<file path="config.mk">
export PLATFORM = sky130hd
export DESIGN_NAME = prt_div
export DESIGN_NICKNAME = d
export VERILOG_FILES = /design/src/hw/rtl/prt_pkg.sv /design/src/hw/rtl/prt_div.sv
export SDC_FILE = /design/constraint.sdc
export NUM_CORES = 1
export LEC_CHECK = 0
export ABC_AREA = 0
export BUFFER_PORTS_ARGS = -buffer_cell sky130_fd_sc_hd__buf_4
export CAP_MARGIN = 20
export CORE_MARGIN = 2
export CORE_UTILIZATION = 30
export CTS_CLUSTER_SIZE = 16
export DETAILED_ROUTE_END_ITERATION = 10
export GPL_TIMING_DRIVEN = 0
export PLACE_DENSITY = 0.44
export RECOVER_POWER = 50
export SLEW_MARGIN = 20
export SYNTH_ARGS = -nofsm -noshare
export SYNTH_HDL_FRONTEND = slang
export SYNTH_SLANG_ARGS = --single-unit
</file>
<file path="constraint.sdc">
create_clock -name clk -period 2.9 [get_ports clk]
set_clock_uncertainty 0.2 [all_clocks]
set_input_delay 0.58 -clock clk [delete_from_list [all_inputs] [get_ports clk]]
set_output_delay 0.58 -clock clk [all_outputs]
set_load 0.05 [all_outputs]
</file>
<file path="src/hw/rtl/prt_pkg.sv">
package prt_pkg;

  localparam int TS_W     = 32;
  localparam int RPM_W    = 16;
  localparam int DEB_W    = 20;
  localparam int POLE_W   = 7;
  localparam int ALPHA_W  = 8;
  localparam int STOP_W   = 8;
  localparam int CFG_W    = 20;
  localparam int CFG_IDX_W = 3;

  // divisor = period * poles
  localparam int DVS_W    = TS_W + POLE_W;
  // rpm scale in Q4: 60e6 us/min * 16
  localparam int DVD_W    = 30;
  localparam logic [DVD_W-1:0] RPM_SCALE_Q4 = 30'd960000000;
  localparam int CNT_W    = 5;

  localparam logic [CFG_IDX_W-1:0] CFG_DEBOUNCE = 3'd0;
  localparam logic [CFG_IDX_W-1:0] CFG_POLES    = 3'd1;
  localparam logic [CFG_IDX_W-1:0] CFG_ALPHA    = 3'd2;
  localparam logic [CFG_IDX_W-1:0] CFG_STOP     = 3'd3;
  localparam logic [CFG_IDX_W-1:0] CFG_MAX_RPM  = 3'd4;

  localparam logic [0:0] FUNC_EDGE = 1'b0;
  localparam logic [0:0] FUNC_TICK = 1'b1;

  typedef struct packed {
    logic             start;
    logic [DVS_W-1:0] divisor;
  } div_req_t;

  typedef struct packed {
    logic             done;
    logic [RPM_W-1:0] quot;
  } div_rsp_t;

endpackage

</file>
<file path="src/hw/rtl/prt_div.sv">
// Restoring divider: fixed dividend RPM_SCALE_Q4, one quotient bit per cycle.
module prt_div
  import prt_pkg::*;
(
  input  logic     clk,
  input  logic     rst_n,
  input  div_req_t req,
  output div_rsp_t rsp
);

  logic [DVS_W-1:0] rem_r, rem_nxt;
  logic [DVS_W-1:0] dvs_r, dvs_nxt;
  logic [DVD_W-1:0] dvd_r, dvd_nxt;
  logic [DVD_W-1:0] quo_r, quo_nxt;
  logic [CNT_W-1:0] cnt_r, cnt_nxt;
  logic             busy_r, busy_nxt;
  logic             done_r, done_nxt;
  logic             zero_r, zero_nxt;
  logic [DVS_W:0]   trial;
  logic             fits;

  assign trial = {rem_r, dvd_r[DVD_W-1]};
  assign fits  = (trial >= {1'b0, dvs_r});

  always_comb begin
    rem_nxt  = rem_r;
    dvs_nxt  = dvs_r;
    dvd_nxt  = dvd_r;
    quo_nxt  = quo_r;
    cnt_nxt  = cnt_r;
    busy_nxt = busy_r;
    zero_nxt = zero_r;
    done_nxt = 1'b0;
    if (req.start) begin
      rem_nxt  = '0;
      dvs_nxt  = req.divisor;
      dvd_nxt  = RPM_SCALE_Q4;
      quo_nxt  = '0;
      cnt_nxt  = CNT_W'(DVD_W);
      busy_nxt = 1'b1;
      zero_nxt = (req.divisor == '0);
    end else if (busy_r) begin
      rem_nxt = fits ? DVS_W'(trial - {1'b0, dvs_r}) : trial[DVS_W-1:0];
      quo_nxt = {quo_r[DVD_W-2:0], fits};
      dvd_nxt = {dvd_r[DVD_W-2:0], 1'b0};
      cnt_nxt = cnt_r - 1'b1;
      if (cnt_r == CNT_W'(1)) begin
        busy_nxt = 1'b0;
        done_nxt = 1'b1;
      end
    end
  end

  always_ff @(posedge clk) begin
    if (!rst_n) begin
      busy_r <= 1'b0;
      done_r <= 1'b0;
      cnt_r  <= '0;
    end else begin
      busy_r <= busy_nxt;
      done_r <= done_nxt;
      cnt_r  <= cnt_nxt;
    end
    rem_r  <= rem_nxt;
    dvs_r  <= dvs_nxt;
    dvd_r  <= dvd_nxt;
    quo_r  <= quo_nxt;
    zero_r <= zero_nxt;
  end

  assign rsp.done = done_r;
  // zero divisor or quotient above 16 bits saturates
  assign rsp.quot = (zero_r || (|quo_r[DVD_W-1:RPM_W])) ? {RPM_W{1'b1}} : quo_r[RPM_W-1:0];

endmodule

</file>
==> flow_summary.json <==
{
  "status": "complete, but fails checks",
  "violations": "negative setup slack",
  "grt_util_all_layers_pct": 16.08,
  "cellLeakagePower_uw": 0.003809,
  "cts_root_buf": "clkbuf_16",
  "ant_nets": 0,
  "die_w_um": 161.9,
  "drc": 0,
  "synth_top_area_share_pct": 25.17,
  "initial_utilization_pct": 30.66,
  "yosys.cell_count.top_type": "nor2_1",
  "holdPathEnd": "dvs_r[9]",
  "drt-met1-wl_um": 10730,
  "hold_viol": 0,
  "stdcell_count": 1260,
  "seq_area_frac_synth_pct": 41.23,
  "synth_xor_xnor_area_share_pct": 3.865,
  "ys_warn_count": 0,
  "n_antenna_cell": 0,
  "synth_top_family_by_area": "simple AND/OR/NAND/NOR gates",
  "powerDensity_nw_per_um2": 593.7,
  "io_buffer_count": 58,
  "first_iter_violations": 345,
  "synth_edf_count": 40,
  "crit_fanout": 10,
  "cts_tree": "done",
  "internal_power_uw": 3830,
  "placed_cell_area_um2": 8323,
  "dp_hpwl_um": 14980,
  "ff2ff_setup_slack_ps": -230,
  "cp.required_ps": 3050,
  "clkPwrFrac_pct": 38.7,
  "syn_inst": 828,
  "vias": 6211,
  "min_period_ps": 3131,
  "p_switching_uw": 1849,
  "finalCritPeriodShare_pct": 108.0,
  "yosys-top-cells-count": "nor2_1 (103), dfxtp_1 (94), mux2i_1 (72), a21oi_1 (54), nand2_1 (53)",
  "clk_pin_slew_ps": 70,
  "fillers": 2540,
  "synth_compound_area_share_pct": 16.23,
  "synth_area_um2": 7477,
  "synthMuxAreaShare_pct": 9.789,
  "avgViaCountPerCell": 4.929,
  "fin_ws_ps": -231.0,
  "cts.sinks": 134,
  "synth.avg_cell_area_um2": 9.030,
  "preCtsSetupSlack_ps": -673.8,
  "cp-start-kind": "register",
  "rsz0062_at_grt": "true",
  "gp_congestion": 0.8097,
  "wl_per_cell_um": 16.70,
  "synth-adder-area-share_pct": 7.129,
  "ys_top_cells_by_area": "dfxtp_1 (25%), edfxtp_1 (16%), mux2i_1 (9.6%), ha_1 (6.9%), nor2_1 (5.2%)",
  "grt_pass1_vias": 6008,
  "slew_headroom_pct": 33.44,
  "grt.overflow.total": 0,
  "hold_class": "input pin to register",
  "met2_length_um": 9405,
  "finish.net_count": 1007,
  "ctsHoldBuffers": 0,
  "critical_path_class": "register to register",
  "cp.arrival_ps": 3280,
  "min-delay-start": "req[9]",
  "cts_buffer_depth": 2,
  "synth_top_area_cell": "dfxtp_1",
  "core_um2": 24390,
  "r2r-end": "rem_r[33]",
  "max_freq_mhz": 319.4,
  "dp.cells": 1210,
  "tightest_slew_ps": 989.2,
  "grt_max_degree": 42,
  "ir_worst_vdd_mv": 0.3247,
  "grt_antenna_before_repair": 0,
  "hold_depth": 1,
  "swShare_pct": 32.55,
  "drive_above_1_share_pct": 21.69,
  "setup_violations": 40,
  "fp-row-count": 57,
  "wirelength_um": 21040,
  "firstDrtPassIters": 4,
  "area_delta_synth_final_pct": 27.91,
  "fin_area_um2": 9564,
  "htree_num_levels": 4,
  "highest_layer": "met4",
  "synth_seq_cells": 134,
  "design.die.area_um2": 26200,
  "maxCapViolations": 0,
  "synth_flop_cell": "dfxtp_1",
  "dr_wl_met3_um": 702,
  "clkLatencyLatePin_ps": 430,
  "synth_cell_type_count": 59,
  "die_h_um": 161.9,
  "r2r_cells": 14,
  "cts_inserted_buffers": 17,
  "report.final.slew_viol_count": 0,
  "ff_latch_area_um2": 3083,
  "sequentialPowerShare_pct": 37.2,
  "synth_fp_nets": 912,
  "grt_pass1_wl_um": 33040,
  "timing.rr.start": "dvs_r[23]",
  "async_flop_share_pct": 0,
  "multi_input_area_um2": 4427,
  "final_util_pct": 39.21,
  "end_kind": "register",
  "fin_tns_setup_ps": -6223,
  "combPwrFrac_pct": 24.0,
  "synth_simple_gate_area_share_pct": 16.45,
  "ios": 59
}
## state kept, by name, summed over array words and instances, names as in the netlist
register and count:
dvd_r 18, done_r 1, rem_r 39, dvs_r 39, cnt_r 5, busy_r 1
zero_r 1, quo_r 30
## cell type report
| type | instances | area share [%] |
|---|---|---|
| buffer | 37 | 2.041 |
| clock buffer | 18 | 4.710 |
| clock inverter | 14 | 1.544 |
| inverter | 53 | 2.080 |
| multi-input combinational | 595 | 46.28 |
| sequential | 134 | 32.23 |
| tap | 324 | 4.239 |
| timing repair buffer | 85 | 6.868 |
## cells by family after synthesis
kind of cell | Yosys count
buf+inv | 99
mux | 73
simple gates | 261
flops | 134
fa+ha+maj | 42
compound gates | 186
xor+xnor | 33
## stage by stage
stage | total power (uW) | hold WS (ps)
6_report | 5678 | 154.9
5_1_grt | 5973 | 137.0
4_1_cts | 5601 | 118.0
3_5_place_dp | 3299 | 248.4
3_3_place_gp | 3302 | 254.7
2_1_floorplan | 2972 | 230.3
## layout by cell type (no fill, tap or decap), types with 5 or more instances in the layout
master / n
or2_2: 17
nor4_1: 12
edfxtp_1: 40
nand4_1: 13
xor2_1: 16
nor2_1: 101
a211oi_2: 7
a21oi_1: 40
buf_1: 6
nand2_1: 49
a211oi_1: 27
a31oi_1: 7
o21ai_2: 6
o21ai_0: 14
inv_1: 50
ha_4: 9
and3_1: 8
a21oi_2: 12
inv_8: 5
mux2i_1: 69
inv_6: 5
nor3_1: 11
dfxtp_1: 94
o21ai_1: 13
o211ai_1: 5
nand3_1: 12
ha_1: 28
buf_4: 40
clkbuf_1: 37
a21o_1: 15
buf_6: 6
a21boi_0: 5
clkbuf_16: 20
clkbuf_4: 25
xnor2_1: 17
## per-layer routing
| layer | up-vias | global-route usage [%] |
|---|---|---|
| li1 | 3158 | - |
| met4 | 0 | 3.258 |
| met1 | 2938 | 22.93 |
| met2 | 98 | 25.22 |
| met5 | - | 0 |
| met3 | 17 | 3.294 |
## power by group through the flow
stage | registers [uW] | logic (uW) | clock network [uW]
after floorplan | 2130 | 844 | 0
after global placement | 2150 | 1160 | 0
after detailed placement | 2150 | 1150 | 0
after CTS | 2110 | 1230 | 2260
after global routing | 2130 | 1500 | 2350
final | 2110 | 1360 | 2200
## how the worst max path moves through the flow
stage	startpoint	end	cells past startpoint
after floorplan	dvs_r[22]	rem_r[31]	12
after global placement	dvs_r[0]	rem_r[33]	12
after detailed placement	dvs_r[0]	rem_r[33]	12
after CTS	dvs_r[0]	rem_r[31]	12
after global routing	dvs_r[25]	rem_r[31]	14
final	dvs_r[23]	rem_r[33]	14
## critical path: stages, from the launching register on
cell and delay (ps):
edfxtp_1 330, inv_1 40, ha_1 270, buf_6 130
nand2_4 40, or3_4 390, or3_4 350, nor3_4 220
a2111oi_4 80, o21ai_4 170, buf_4 180, buf_12 160
nand2_2 140, nor3_2 200, o2bb2ai_1 130
## repair_timing
action / in CTS / in global routing
setup endpoints to repair: 50 / 56
pin swaps: 17 / 30
resized for setup: 41 / 79
cloned: 0 / 2
buffers inserted: 13 / 13
(Power assumes the default switching activity.)
